$ cat src/rtl/rcpw_pkg.sv
// ----------------------------------------------------------------------------
// rcpw_pkg
// Item types and fixed constants shared by the RC pulse-width capture block.
// ----------------------------------------------------------------------------
package rcpw_pkg;

   localparam logic       OP_EDGE       = 1'b0;
   localparam logic       OP_TICK       = 1'b1;
   localparam logic [15:0] TIMEOUT_RESET = 16'd500;
   localparam logic [15:0] WORD_MAX      = 16'hFFFF;
   localparam int         MASK_BITS     = 8;

   typedef struct packed {
      logic        opcode;
      logic [2:0]  channel;
      logic        pin_level;
      logic [15:0] timestamp;
      logic [7:0]  tick_ms;
   } req_type;

   typedef struct packed {
      logic [15:0] pulse_width;
      logic [7:0]  enable_mask;
   } rsp_type;

endpackage

$ cat src/rtl/rcpw_channel_bank.sv
// ----------------------------------------------------------------------------
// rcpw_channel_bank
// Per-channel rise time, width and watchdog registers; applies one item and
// presents the result it produces.
// ----------------------------------------------------------------------------
module rcpw_channel_bank #(
   parameter int CHANNELS = 8
) (
   input  logic              clock,
   input  logic              reset,
   input  logic              update,
   input  rcpw_pkg::req_type item,
   input  logic [15:0]       timeout,
   output rcpw_pkg::rsp_type result
);

   localparam int MASK_W = (CHANNELS < rcpw_pkg::MASK_BITS) ? CHANNELS : rcpw_pkg::MASK_BITS;

   logic [15:0] rise_ff  [CHANNELS];
   logic [15:0] rise_in  [CHANNELS];
   logic [15:0] width_ff [CHANNELS];
   logic [15:0] width_in [CHANNELS];
   logic [15:0] count_ff [CHANNELS];
   logic [15:0] count_in [CHANNELS];
   logic [7:0]  en_ff;
   logic [7:0]  en_in;

   logic [CHANNELS-1:0] hit;
   logic [CHANNELS-1:0] live;
   logic [15:0]         sel [CHANNELS+1];

   logic is_tick;
   assign is_tick = (item.opcode == rcpw_pkg::OP_TICK);

   assign sel[0] = 16'd0;

   genvar g;
   generate
      for (g = 0; g < CHANNELS; g++) begin : g_ch
         logic [16:0] sum;

         assign hit[g]  = ({29'd0, item.channel} == 32'(g));
         assign live[g] = (count_ff[g] < timeout);
         assign sum     = {1'b0, count_ff[g]} + {9'd0, item.tick_ms};

         always_comb begin
            rise_in[g]  = rise_ff[g];
            width_in[g] = width_ff[g];
            count_in[g] = count_ff[g];
            if (is_tick) begin
               if (live[g]) begin
                  count_in[g] = sum[16] ? rcpw_pkg::WORD_MAX : sum[15:0];
               end else begin
                  width_in[g] = 16'd0;
               end
            end else if (hit[g]) begin
               count_in[g] = 16'd0;
               if (item.pin_level) begin
                  rise_in[g] = item.timestamp;
               end else begin
                  width_in[g] = item.timestamp - rise_ff[g];
               end
            end
         end

         assign sel[g+1] = sel[g] | (hit[g] ? width_in[g] : 16'd0);

         always_ff @(posedge clock) begin
            if (reset) begin
               rise_ff[g]  <= 16'd0;
               width_ff[g] <= 16'd0;
               count_ff[g] <= 16'd0;
            end else if (update) begin
               rise_ff[g]  <= rise_in[g];
               width_ff[g] <= width_in[g];
               count_ff[g] <= count_in[g];
            end
         end
      end
   endgenerate

   assign en_in = is_tick ? 8'(live[MASK_W-1:0]) : en_ff;

   always_ff @(posedge clock) begin
      if (reset) begin
         en_ff <= 8'd0;
      end else if (update) begin
         en_ff <= en_in;
      end
   end

   assign result.pulse_width = sel[CHANNELS];
   assign result.enable_mask = en_in;

endmodule

$ cat src/rtl/rc_pulse_width_capture_watchdog.sv
// ----------------------------------------------------------------------------
// rc_pulse_width_capture_watchdog
// RC pulse-width capture with a per-channel signal-loss watchdog.
//
// req_* carries one item: a capture edge (channel, pin level, timestamp) or a
// tick (tick_ms) that ages every channel against csr timeout_ms.
// rsp_* returns one item per request: the addressed channel's width and the
// enable mask, both after the update.
// csr_wr_en / csr_wr_data write timeout_ms (reset 500); write only when idle.
// An accepted item passes the input register, then the result register, where
// rsp_valid rises. Throughput: one item per cycle unless stalled; the bank
// updates all channels in parallel as an item leaves the input register.
// A stalled result holds in the result register while one more item is taken
// into the input register; req_stall rises once both are full.
// Reset (synchronous) clears all channel state, the enable mask, both
// pipeline valids and restores the timeout.
// ----------------------------------------------------------------------------
module rc_pulse_width_capture_watchdog #(
   parameter int CHANNELS = 8
) (
   input  logic              clock,
   input  logic              reset,
   input  logic              req_valid,
   output logic              req_stall,
   input  rcpw_pkg::req_type req_data,
   output logic              rsp_valid,
   input  logic              rsp_stall,
   output rcpw_pkg::rsp_type rsp_data,
   input  logic              csr_wr_en,
   input  logic [15:0]       csr_wr_data
);

   logic              in_valid_ff;
   rcpw_pkg::req_type in_item_ff;
   logic              rsp_valid_ff;
   rcpw_pkg::rsp_type rsp_item_ff;
   logic [15:0]       timeout_ff;
   rcpw_pkg::rsp_type bank_result;
   logic              move;
   logic              req_fire;

   assign move      = in_valid_ff && (!rsp_valid_ff || !rsp_stall);
   assign req_stall = in_valid_ff && !move;
   assign req_fire  = req_valid && !req_stall;

   always_ff @(posedge clock) begin
      if (reset) begin
         timeout_ff <= rcpw_pkg::TIMEOUT_RESET;
      end else if (csr_wr_en) begin
         timeout_ff <= csr_wr_data;
      end
   end

   always_ff @(posedge clock) begin
      if (reset) begin
         in_valid_ff <= 1'b0;
      end else if (req_fire) begin
         in_valid_ff <= 1'b1;
      end else if (move) begin
         in_valid_ff <= 1'b0;
      end
   end

   always_ff @(posedge clock) begin
      if (req_fire) begin
         in_item_ff <= req_data;
      end
   end

   rcpw_channel_bank #(
      .CHANNELS (CHANNELS)
   ) u_bank (
      .clock   (clock),
      .reset   (reset),
      .update  (move),
      .item    (in_item_ff),
      .timeout (timeout_ff),
      .result  (bank_result)
   );

   always_ff @(posedge clock) begin
      if (reset) begin
         rsp_valid_ff <= 1'b0;
      end else if (move) begin
         rsp_valid_ff <= 1'b1;
      end else if (!rsp_stall) begin
         rsp_valid_ff <= 1'b0;
      end
   end

   always_ff @(posedge clock) begin
      if (move) begin
         rsp_item_ff <= bank_result;
      end
   end

   assign rsp_valid = rsp_valid_ff;
   assign rsp_data  = rsp_item_ff;

`ifndef ASSERT_OFF
   localparam int MASK_W = (CHANNELS < rcpw_pkg::MASK_BITS) ? CHANNELS : rcpw_pkg::MASK_BITS;
   localparam logic [7:0] LIVE_MASK = 8'((17'd1 << MASK_W) - 17'd1);

   a_empty_no_stall: assert property (@(posedge clock) disable iff (reset)
      !in_valid_ff |-> !req_stall)
      else $error("input register empty but request stalled");

   a_move_fills_rsp: assert property (@(posedge clock) disable iff (reset)
      move |=> rsp_valid_ff)
      else $error("item moved but no result presented");

   a_drain_empties: assert property (@(posedge clock) disable iff (reset)
      rsp_valid_ff && !rsp_stall && !in_valid_ff |=> !rsp_valid_ff)
      else $error("result repeated after being taken");

   a_mask_range: assert property (@(posedge clock) disable iff (reset)
      rsp_valid_ff |-> ((rsp_item_ff.enable_mask & ~LIVE_MASK) == 8'd0))
      else $error("enable bit set for a missing channel");

   a_reset_clears: assert property (@(posedge clock)
      $past(reset) |-> (!rsp_valid_ff && !in_valid_ff))
      else $error("pipeline valid after reset");
`endif

endmodule
$ cat config.mk
export PLATFORM = sky130hd
export DESIGN_NAME = rc_pulse_width_capture_watchdog
export DESIGN_NICKNAME = d
export VERILOG_FILES = /design/src/rtl/rcpw_pkg.sv /design/src/rtl/rcpw_channel_bank.sv /design/src/rtl/rc_pulse_width_capture_watchdog.sv
export SDC_FILE = /design/constraint.sdc
export NUM_CORES = 1
export LEC_CHECK = 0
export ABC_AREA = 1
export BUFFER_PORTS_ARGS = -buffer_cell sky130_fd_sc_hd__buf_2
export CAP_MARGIN = 20
export CORE_MARGIN = 10
export CORE_UTILIZATION = 40
export DETAILED_ROUTE_END_ITERATION = 10
export PLACE_DENSITY = 0.6
export SLEW_MARGIN = 20
export SYNTH_ARGS = -nofsm -noshare
export SYNTH_HDL_FRONTEND = slang
export SYNTH_SLANG_ARGS = --single-unit
$ cat constraint.sdc
create_clock -name clock -period 6.84 [get_ports clock]
set_input_delay 0.342 -clock clock [delete_from_list [all_inputs] [get_ports clock]]
set_output_delay 0.342 -clock clock [all_outputs]
set_load 0.02 [all_outputs]
==> results.yml <==
detailed_routing:
  firstDrtPassIters: 6
  finalWirelength_um: 104000
  drt_iter0_drc: 2694
  route.detailed.drc: 0
  vias: 29200
  routedWlPerCell_um: 18.9
  antenna_left: 0
  via_per_inst: 5.30
logic_synthesis:
  syn_inst: 4232
  async_reset_ff_frac: 0
  yosysSeqAreaShare: 0.404
  synth.most_common_cell: "nand2_1"
  synthDistinctLibCells: 54
  synth_area_leader_cell: "edfxtp_1"
  synth_area_leaders: "edfxtp_1 39%, ha_1 11%, nand2_1 11%, a21oi_1 6.7%, inv_1 6.7%"
  synth_area_um2: 33700
  ys_ff_latch: 463
  synth-main-ff-cell: "edfxtp_1"
  synth_common_cells: "1001 x nand2_1, 604 x inv_1, 455 x a21oi_1, 437 x edfxtp_1, 353 x nor2_1"
  syn_nets: 4602
  synth_top_area_frac: 0.389
  synth_edf_count: 437
  avgSynthCellArea_um2: 7.97
  ys_warn_count: 0
cells_and_area:
  fin_nets: 4714
  syn2layout_area_growth_pct: 11.7
  utilization: 0.451
  antenna_cells: 0
  num-fill-cells: 8312
  drive_gt1_frac: 0.0638
timing:
  finalHoldViolCount: 0
  period_needed_ns: 3.66
  rsz0062_at_grt: "no"
  setup-tns-final_ns: 0
  fmax_mhz: 273
  finalSetupViolCount: 0
  final.period_utilization: 0.536
  drv_slew: 0
  clock_skew_ns: 0.0416
  maxSlewHeadroom: 0.231
  max_slew.worst_pin.slew_ns: 1.15
global_routing:
  grt-ovfl-total: 0
  grt_pass1_vias: 26900
  top_usage_layer: "met2"
  track_usage: 0.214
  use_met2: 0.331
  grt_max_degree: 195
  use_met1: 0.310
  grt_pass1_wl_um: 161000
  antenna_found_initial: 0
  grt.met3_usage: 0.0276
clock_network:
  clk_latency_ns: 0.63
  clock_sinks: 463
  cts_tree: "yes"
  clk_pin_slew_ns: 0.06
  cts.htree.levels: 2
  numCtsBuffers: 55
  cts-root-buf: "clkbuf_16"
  clockBufferDepth: 3
  ctsResizeCount: 0
pwr:
  peakVddDrop_mv: 0.177
  sw_frac_of_total: 0.318
  p_switching_mw: 2.69
  p_seq_frac: 0.413
  p_int_mw: 5.76
  powerDensity_nw_per_um2: 224
  p_clk_frac: 0.363
  leakage_nw: 17.2
  power_frac_comb: 0.225
  finalPower_mw: 8.45
worst_setup_path:
  slowest_stage: "a21oi_2"
  start_kind: "flop"
  path_buf_inv: 2
  path_class: "reg -> reg"
  worst_setup_path_end_kind: "flop"
  crit_family: "simple AND/OR/NAND/NOR gates"
  cpPeakStageDelay_ns: 0.79
  crit_chain: "inv_1 > ha_1 > a21o_1 > nand3_1 > a21oi_1 > nor2_1 > nand2_1 > nor2_1 > inv_1 > a21oi_2"
  critPathArrivalTime_ns: 3.88
  cp_max_fo: 16
  cp.required_ns: 7.06
run_status:
  outcome: "completed"
placed_design:
  dp_hpwl_um: 75800
  port_buffers: 75
  routabilityCongestion: 0.943
floorplan:
  fp-row-count: 106
  initial_core_util: 0.403
  die_h_um: 310
  die_w_um: 310
  ios: 76
  design.core.area_um2: 83700
  dieArea_um2: 96400
min_path:
  hp-class: "in -> reg"
job:
  drv_cap: 0
## sequential cells by signal, indices dropped and copies added (netlist names)
register and count:
u_bank.en_ff 8, u_bank.width_ff 128, rsp_valid 1, timeout_ff 16, u_bank.count_ff 128, rsp_data 24
in_valid_ff 1, u_bank.rise_ff 128, in_item_ff 29
## worst register-to-register path: stages (launching register included)
cell	delay [ns]
dfxtp_1	0.30
inv_1	0.32
ha_1	0.33
a21o_1	0.18
nand3_1	0.07
a21oi_1	0.06
nor2_1	0.53
nand2_1	0.40
nor2_1	0.22
inv_1	0.07
a21oi_2	0.79
## power by group through the flow
stage | Sequential [mW] | Clock (mW) | Combinational (mW)
floorplan | 3.49 | 0 | 1.31
global placement | 3.54 | 0 | 1.83
detailed placement | 3.54 | 0 | 1.85
CTS | 3.48 | 3.12 | 1.87
global route | 3.50 | 3.23 | 2.14
finish | 3.49 | 3.06 | 1.90
## layout make-up
type                    count  area [µm²]  area share
clock inverters            34         379      0.0101
inverters                 620        2330      0.0618
multi-input cells        3042       17300       0.460
clock buffers              67        1450      0.0385
repair buffers            162        1130      0.0301
well taps                1134        1420      0.0376
flip-flops and latches    463       13600       0.362
## worst paths after layout
path                         from                endpoint  slack [ns]  depth (start not counted)
setup / recovery    timeout_ff[9]  u_bank.count_ff[0][34]        3.18                         10
setup reg to reg    timeout_ff[9]  u_bank.count_ff[0][34]        3.18                         10
hold reg to reg   u_bank.en_ff[6]         u_bank.en_ff[6]        0.46                          2
hold / removal     csr_wr_data[0]           timeout_ff[0]        0.03                          3
## stage by stage
stage	cells	setup WS, ns	hold slack, ns	cell area, µm²
after floorplan	4232	1.46	0.429	33700
after global placement	5385	3.21	0.439	35500
after detailed placement	5385	3.16	0.445	35500
after CTS	5522	3.17	0.00239	37700
after global routing	5522	2.88	0.0303	37700
final	5522	3.18	0.0315	37700
## what timing repair did
action	in CTS	in global routing
buffers inserted	0	0
hold endpoints to repair	36	0
hold buffers	36	0
## metal layers
metal  up-vias  wire, µm
met5         -         0
met2      1009     45500
li1      14500         -
met4         0      2660
met1     13600     48600
met3       130      7590
## layout by cell type, fill, tap and decap left out, types with 15 or more instances in the layout
cell type	netlist	layout
a21oi_1	455	451
a31oi_1	17	17
buf_2	16	75
buf_4	7	49
clkbuf_16	0	55
clkinv_2	1	15
dfxtp_1	26	26
dlygate4sd3_1	0	36
edfxtp_1	437	437
fa_1	16	16
ha_1	304	304
inv_1	604	602
nand2_1	1001	1000
nand3_1	191	191
nand3b_1	53	53
nand4_1	100	100
nor2_1	353	349
nor3_1	58	58
o211ai_1	31	31
o21a_1	20	20
o21ai_0	189	189
o21ai_1	25	25
o21bai_1	20	20
xnor2_1	32	32
xor2_1	95	95
## cell families after synthesis
| logic type | synth area share |
|---|---|
| adder cells (fa/ha/maj) | 0.122 |
| XOR/XNOR | 0.0330 |
| AND/OR/NAND/NOR | 0.227 |
| buffers and inverters | 0.0846 |
| flip-flops | 0.404 |
| AO/OA/AOI/OAI | 0.129 |
(Power assumes the default switching activity.)
